$ cat src/hdl/bdpc_pkg.sv
`default_nettype none
package bdpc_pkg;

  localparam int BTN_NUM   = 5;
  localparam int IDX_OFF   = 0;
  localparam int IDX_S1    = 1;
  localparam int IDX_S2    = 2;
  localparam int IDX_S3    = 3;
  localparam int IDX_LIGHT = 4;

  localparam int RAW_TIME_W = 32;
  localparam int CFG_W      = 16;
  localparam int CFG_IDX_W  = 8;
  localparam int IN_DATA_W  = 40;
  localparam int OUT_DATA_W = 8;

  localparam logic [CFG_IDX_W-1:0] REG_DEBOUNCE   = 8'd0;
  localparam logic [CFG_IDX_W-1:0] REG_LONG_PRESS = 8'd1;

  localparam logic [CFG_W-1:0] DEBOUNCE_RST   = 16'd30;
  localparam logic [CFG_W-1:0] LONG_PRESS_RST = 16'd3000;

  typedef struct packed {
    logic short_evt;
    logic long_evt;
  } press_evt_t;

endpackage
`default_nettype wire

$ cat src/hdl/bdpc_debounce_lane.sv
`default_nettype none
module bdpc_debounce_lane
  import bdpc_pkg::*;
#(
  parameter int TIME_WIDTH = 32
) (
  input  wire logic                  clk,
  input  wire logic                  rst_n,
  input  wire logic                  en,
  input  wire logic                  raw,
  input  wire logic [TIME_WIDTH-1:0] now,
  input  wire logic [CFG_W-1:0]      debounce_time,
  output logic                       stable
);

  logic                  last_raw_r;
  logic                  stable_r;
  logic                  stable_nxt;
  logic [TIME_WIDTH-1:0] change_time_r;
  logic [TIME_WIDTH-1:0] change_time_nxt;
  logic [TIME_WIDTH-1:0] elapsed;

  always_comb begin
    change_time_nxt = (raw != last_raw_r) ? now : change_time_r;
    elapsed         = now - change_time_nxt;
    stable_nxt      = stable_r;
    if (elapsed >= TIME_WIDTH'(debounce_time)) begin
      stable_nxt = raw;
    end
  end

  always_ff @(posedge clk) begin
    if (!rst_n) begin
      last_raw_r    <= 1'b0;
      stable_r      <= 1'b0;
      change_time_r <= '0;
    end else if (en) begin
      last_raw_r    <= raw;
      stable_r      <= stable_nxt;
      change_time_r <= change_time_nxt;
    end
  end

  assign stable = stable_r;

endmodule
`default_nettype wire

$ cat src/hdl/bdpc_priority_filter.sv
`default_nettype none
module bdpc_priority_filter
  import bdpc_pkg::*;
(
  input  wire logic [BTN_NUM-1:0] stable,
  output logic      [BTN_NUM-1:0] filt
);

  logic overlap;

  always_comb begin
    overlap = (stable[IDX_S1] & stable[IDX_S2]) | (stable[IDX_S1] & stable[IDX_S3]) |
              (stable[IDX_S2] & stable[IDX_S3]);
    filt            = '0;
    filt[IDX_LIGHT] = stable[IDX_LIGHT];
    if (stable[IDX_OFF]) begin
      filt[IDX_OFF] = 1'b1;
    end else if (!overlap) begin
      filt[IDX_S1] = stable[IDX_S1];
      filt[IDX_S2] = stable[IDX_S2];
      filt[IDX_S3] = stable[IDX_S3];
    end
  end

endmodule
`default_nettype wire

$ cat src/hdl/bdpc_press_lane.sv
`default_nettype none
module bdpc_press_lane
  import bdpc_pkg::*;
#(
  parameter int TIME_WIDTH = 32
) (
  input  wire logic                  clk,
  input  wire logic                  rst_n,
  input  wire logic                  en,
  input  wire logic                  cur,
  input  wire logic [TIME_WIDTH-1:0] now,
  input  wire logic [CFG_W-1:0]      long_press_time,
  output press_evt_t                 evt
);

  logic                  prev_r;
  logic                  fired_r;
  logic                  fired_nxt;
  logic [TIME_WIDTH-1:0] start_r;
  logic [TIME_WIDTH-1:0] start_nxt;
  logic [TIME_WIDTH-1:0] held;

  always_comb begin
    start_nxt = start_r;
    fired_nxt = fired_r;
    if (cur && !prev_r) begin
      start_nxt = now;
      fired_nxt = 1'b0;
    end
    held          = now - start_nxt;
    evt.short_evt = 1'b0;
    evt.long_evt  = 1'b0;
    if (cur) begin
      if (!fired_nxt && held >= TIME_WIDTH'(long_press_time)) begin
        fired_nxt    = 1'b1;
        evt.long_evt = 1'b1;
      end
    end else if (prev_r && !fired_r) begin
      evt.short_evt = 1'b1;
    end
  end

  always_ff @(posedge clk) begin
    if (!rst_n) begin
      prev_r  <= 1'b0;
      fired_r <= 1'b0;
      start_r <= '0;
    end else if (en) begin
      prev_r  <= cur;
      fired_r <= fired_nxt;
      start_r <= start_nxt;
    end
  end

endmodule
`default_nettype wire

$ cat src/hdl/button_debounce_press_classifier.sv
// Accepted inputs pass the debounce lane registers, then the output register.
// Throughput: one transaction per cycle unless out_tready stalls; stage 1 is
// the five debounce lanes, stage 2 the priority filter and five press lanes.
// Reset (rst_n low, synchronous): all button state cleared, debounce 30 ms,
// long press 3000 ms, pipeline emptied.
`default_nettype none
module button_debounce_press_classifier
  import bdpc_pkg::*;
#(
  parameter int TIME_WIDTH = 32
) (
  input  wire logic                  clk,
  input  wire logic                  rst_n,
  input  wire logic                  in_tvalid,
  output logic                       in_tready,
  // off, speed_one, speed_two, speed_three, light (1 each), now_ms (32), pad
  input  wire logic [IN_DATA_W-1:0]  in_tdata,
  output logic                       out_tvalid,
  input  wire logic                  out_tready,
  // off_short, off_long, speed_one_click, speed_two_click,
  // speed_three_click, light_short, light_long, pad
  output logic      [OUT_DATA_W-1:0] out_tdata,
  input  wire logic                  cfg_valid,
  output logic                       cfg_ready,
  input  wire logic [CFG_IDX_W-1:0]  cfg_index,
  input  wire logic [CFG_W-1:0]      cfg_data
);

  logic [CFG_W-1:0]      debounce_r;
  logic [CFG_W-1:0]      long_press_r;
  logic                  adv;
  logic                  in_acc;
  logic                  s1_valid_r;
  logic [TIME_WIDTH-1:0] s1_now_r;
  logic [TIME_WIDTH-1:0] now;
  logic [RAW_TIME_W-1:0] now_raw;
  logic [BTN_NUM-1:0]    stable;
  logic [BTN_NUM-1:0]    filt;
  press_evt_t            evt [BTN_NUM];
  logic                  out_valid_r;
  logic [OUT_DATA_W-1:0] out_data_r;
  logic [OUT_DATA_W-1:0] out_data_nxt;

  assign cfg_ready = 1'b1;

  always_ff @(posedge clk) begin
    if (!rst_n) begin
      debounce_r   <= DEBOUNCE_RST;
      long_press_r <= LONG_PRESS_RST;
    end else if (cfg_valid) begin
      unique case (cfg_index)
        REG_DEBOUNCE:   debounce_r   <= cfg_data;
        REG_LONG_PRESS: long_press_r <= cfg_data;
        default: ;
      endcase
    end
  end

  assign adv       = !out_valid_r || out_tready;
  assign in_tready = adv;
  assign in_acc    = in_tvalid && adv;

  assign now_raw = in_tdata[BTN_NUM +: RAW_TIME_W];

  generate
    if (TIME_WIDTH > RAW_TIME_W) begin : g_now_wide
      assign now = {{(TIME_WIDTH-RAW_TIME_W){1'b0}}, now_raw};
    end else begin : g_now_narrow
      assign now = now_raw[TIME_WIDTH-1:0];
    end
  endgenerate

  for (genvar i = 0; i < BTN_NUM; i++) begin : g_deb
    bdpc_debounce_lane #(.TIME_WIDTH(TIME_WIDTH)) u_deb (
      .clk           (clk),
      .rst_n         (rst_n),
      .en            (in_acc),
      .raw           (in_tdata[i]),
      .now           (now),
      .debounce_time (debounce_r),
      .stable        (stable[i])
    );
  end

  always_ff @(posedge clk) begin
    if (!rst_n) begin
      s1_valid_r <= 1'b0;
    end else if (adv) begin
      s1_valid_r <= in_tvalid;
    end
  end

  always_ff @(posedge clk) begin
    if (in_acc) begin
      s1_now_r <= now;
    end
  end

  bdpc_priority_filter u_filt (
    .stable (stable),
    .filt   (filt)
  );

  for (genvar i = 0; i < BTN_NUM; i++) begin : g_press
    bdpc_press_lane #(.TIME_WIDTH(TIME_WIDTH)) u_press (
      .clk             (clk),
      .rst_n           (rst_n),
      .en              (adv && s1_valid_r),
      .cur             (filt[i]),
      .now             (s1_now_r),
      .long_press_time (long_press_r),
      .evt             (evt[i])
    );
  end

  assign out_data_nxt = {1'b0,
                         evt[IDX_LIGHT].long_evt,
                         evt[IDX_LIGHT].short_evt,
                         evt[IDX_S3].short_evt,
                         evt[IDX_S2].short_evt,
                         evt[IDX_S1].short_evt,
                         evt[IDX_OFF].long_evt,
                         evt[IDX_OFF].short_evt};

  always_ff @(posedge clk) begin
    if (!rst_n) begin
      out_valid_r <= 1'b0;
    end else if (adv) begin
      out_valid_r <= s1_valid_r;
    end
  end

  always_ff @(posedge clk) begin
    if (adv && s1_valid_r) begin
      out_data_r <= out_data_nxt;
    end
  end

  assign out_tvalid = out_valid_r;
  assign out_tdata  = out_data_r;

endmodule
`default_nettype wire
$ cat config.mk
export PLATFORM = sky130hd
export DESIGN_NAME = button_debounce_press_classifier
export DESIGN_NICKNAME = d
export VERILOG_FILES = /design/src/hdl/bdpc_pkg.sv /design/src/hdl/bdpc_debounce_lane.sv /design/src/hdl/bdpc_priority_filter.sv /design/src/hdl/bdpc_press_lane.sv /design/src/hdl/button_debounce_press_classifier.sv
export SDC_FILE = /design/constraint.sdc
export NUM_CORES = 2
export LEC_CHECK = 0
export BUFFER_PORTS_ARGS = -buffer_cell sky130_fd_sc_hd__buf_2
export CORE_ASPECT_RATIO = 1.5
export CORE_MARGIN = 1
export CORE_UTILIZATION = 59
export DETAILED_ROUTE_END_ITERATION = 6
export PLACE_DENSITY = 0.8
export SYNTH_ARGS = -nofsm -noshare
export SYNTH_HDL_FRONTEND = slang
export SYNTH_SLANG_ARGS = --single-unit
$ cat constraint.sdc
create_clock -name clk -period 6.46 [get_ports clk]
set_input_delay 0 -clock clk [delete_from_list [all_inputs] [get_ports clk]]
set_output_delay 0 -clock clk [all_outputs]
set_load 0.005 [all_outputs]
==> reports/qor.txt <==
Detail Route Antenna Nets - 0
Slowest Stage Delay on Critical Path - 0.55 ns
IR drop worst, VDD - 274 uV
FP Rows - 114
DRC viols - 3
Sequential Area - 8660 um2
Post-synth ARST share - 0
Most frequent cells in the layout - nand2_1 (742), ha_1 (461), dfxtp_1 (374), mux2i_1 (345), a21oi_1 (316)
Share of cells above drive strength 1 - 0.0570
Cell area after synthesis - 38400 um2
Setup Viol. Count Final - 0
Post-Syn Nets - 5327
Number of diodes - 0
CP startpoint kind - register
Kind of critical path - register to register
CTS tree - built
Initial drt markers - 2251
Clock latency at the later pin of the worst-skew pair - 0.62 ns
Initial Utilization - 0.596
Multi-input combinational cell area - 28500 um2
TritonCTS buffer count - 46
Hold Path Depth - 5
Yosys cell types - 87
Vias - 36400
Initial antenna violation count - 2
Max-Cap Viols - 0
Crit path max-delay family - compound AO/OA/AOI/OAI gates
Worst EP required - 6.96 ns
Flop2flop setup slack - 0.34 ns
Placed cells - 5581
F_max - 163 MHz
Final worst slack - 0.336 ns
H-Tree Depth - 2
Worst slew pin tran - 1.14 ns
Min-delay worst type - primary input to register
Worst clock skew - 0.0195 ns
EDFF count, synth - 39
Synth Area per Inst - 8.03 um2
FILL cells - 5573
Pin count of the biggest net entering global routing - 220
Cells after Synth - 4787
TritonRoute pass-1 iters - 7
Seq/Total Area, Yosys - 0.225
Relative slew margins - 0.228
CORE AREA - 64500 um2
Violated checks - DRC
Number of global-route vias before repair - 35800
Crit Path Max Fanout - 14
Worst R2R Path Depth - 26
Number of synthesized register bits - 413
Most frequent CP cell - o21ai_0
Die Height - 315 um
Minimum clock period - 6.12 ns
Worst EP arrival - 6.62 ns
Grt total ovfl - 0
TritonCTS Sinks - 413
Critical Path End Type - register
Root Driver - clkbuf_16
Final RePlAce weighted congestion - 1.02
Hold wc startpoint - cfg_index[4]
Critical path's slowest cell - or4b_1
DIE AREA - 66200 um2
Pwr dens - 227 nW/um2
Die width - 210 um
Port bufs - 74
WHS - 0.0546 ns
Clock buffer depth - 3
Worst Path Buf+Inv - 0
I/O Pins - 80
First-pass GRT wire length - 181000 um
Lkg Pwr - 18.4 nW
Via density - 6.35
Setup TNS - 0 ns
Setup WS pre-CTS - 0.263 ns
Final non-filler cell total - 5732
Reg2reg start - g_deb[3].u_deb.stable
Reg-to-Reg End - g_press[2].u_press.fired_r
Final #Nets - 5364
Min-Delay Endpoint - debounce_r[4]
Status - complete, but fails checks
Final Max Tran Viols - 0
Clk slew on worst S/H paths - 0.06 ns
Avg WL per Cell - 20.1 um
RSZ-0062 raised after global routing - no
HPWL after DPL - 85300 um
Final hold vios - 0
Top_reg_cell synth - dfxtp_1
Commonest non-fill, non-tap cell in the layout - nand2_1
Total GRT Usage - 0.345
Final period util - 0.948
Routed WL - 115000 um
Ys Warns - 0
Layout area overhead - 9.38%
## layer usage
metal / wire length [um] / GRT usage / vias up
met5: 11 / 0 / -
met4: 10200 / 0.272 / 2
met3: 5660 / 0.0446 / 459
met2: 57800 / 0.637 / 1140
met1: 41700 / 0.347 / 17200
li1: - / - / 17600
## timing repair
action,4_1_cts,5_1_grt
buffers inserted,0,1
hold endpoints to repair,109,0
resized for setup,0,7
hold buffers,63,0
setup endpoints to repair,0,3
## cells by family after synthesis
logic type,synth area share
compound gates,0.258
xor+xnor,0.0465
simple gates,0.181
fa+ha+maj,0.156
flops,0.225
buf+inv,0.0388
other cells,0.000195
mux,0.0942
## power by group
group	internal, W	switching (W)
Combinational	0.00162	0.00231
Clock	0.00162	0.00117
Sequential	0.00271	0.0000955
## through the flow
| step | total power (W) | util | cell area (um2) |
|---|---|---|---|
| after floorplan | 0.00568 | - | 38400 |
| after global placement | 0.00658 | 0.618 | 39800 |
| after detailed placement | 0.00666 | 0.618 | 39800 |
| after CTS | 0.00949 | 0.652 | 42000 |
| after global routing | 0.0101 | 0.652 | 42100 |
| final | 0.00953 | 0.652 | 42100 |
## layout make-up
| class | instances | area share |
|---|---|---|
| Multi-Input combinational cell | 3980 | 0.677 |
| Sequential cell | 413 | 0.206 |
| Timing Repair Buffer | 219 | 0.0399 |
| Clock buffer | 66 | 0.0314 |
| Tap cell | 870 | 0.0259 |
| Inverter | 164 | 0.0148 |
| Clock inverter | 20 | 0.00544 |
## state kept, by name, indices dropped and copies added, names as in the netlist
| signal | flops |
|---|---|
| debounce_r | 16 |
| out_tvalid | 1 |
| long_press_r | 16 |
| g_press.u_press.start_r | 160 |
| g_press.u_press.prev_r | 5 |
| g_deb.u_deb.last_raw_r | 5 |
| s1_now_r | 32 |
| g_deb.u_deb.stable | 5 |
| g_deb.u_deb.change_time_r | 160 |
| s1_valid_r | 1 |
| out_tdata | 7 |
| g_press.u_press.fired_r | 5 |
## how the worst max path moves through the flow
stage                               start                         end  depth (start not counted)
floorplan           g_deb[0].u_deb.stable  g_press[3].u_press.fired_r                         26
global placement    g_deb[3].u_deb.stable  g_press[2].u_press.fired_r                         26
detailed placement  g_deb[3].u_deb.stable  g_press[2].u_press.fired_r                         26
CTS                 g_deb[3].u_deb.stable  g_press[2].u_press.fired_r                         26
global route        g_deb[4].u_deb.stable                out_tdata[6]                         24
finish              g_deb[3].u_deb.stable  g_press[2].u_press.fired_r                         26
## worst register-to-register path, stage by stage (launching register included)
cell and delay [ns]:
dfxtp_1 0.33, or4b_1 0.55, or2_2 0.46, nand2_1 0.12
o21ai_0 0.08, ha_1 0.22, fa_1 0.39, nand2b_1 0.16
a21oi_1 0.22, a21boi_1 0.20, o22a_1 0.27, o21ai_0 0.16
o21ai_0 0.12, a221oi_2 0.33, a21o_1 0.18, a21oi_1 0.08
xnor2_1 0.15, ha_1 0.29, nor2b_1 0.13, o21ai_0 0.16
nand4_1 0.10, a2111oi_1 0.29, o2111ai_1 0.22, a211oi_1 0.24
o311ai_0 0.17, nor4_1 0.29, a21oi_1 0.11
## cell usage after synthesis, drive strengths merged (85+ instances only)
master	count	share of area
nor2	258	0.025
inv	164	0.016
ha	461	0.15
xnor2	134	0.031
nand2	742	0.072
nor2b	85	0.014
a21o	118	0.023
dfxtp	374	0.19
o211a	154	0.040
o21ai	224	0.029
clkbuf	203	0.020
mux2i	346	0.090
a21oi	316	0.041
a21boi	194	0.038
No activity file was read; power rests on OpenSTA's default activity.
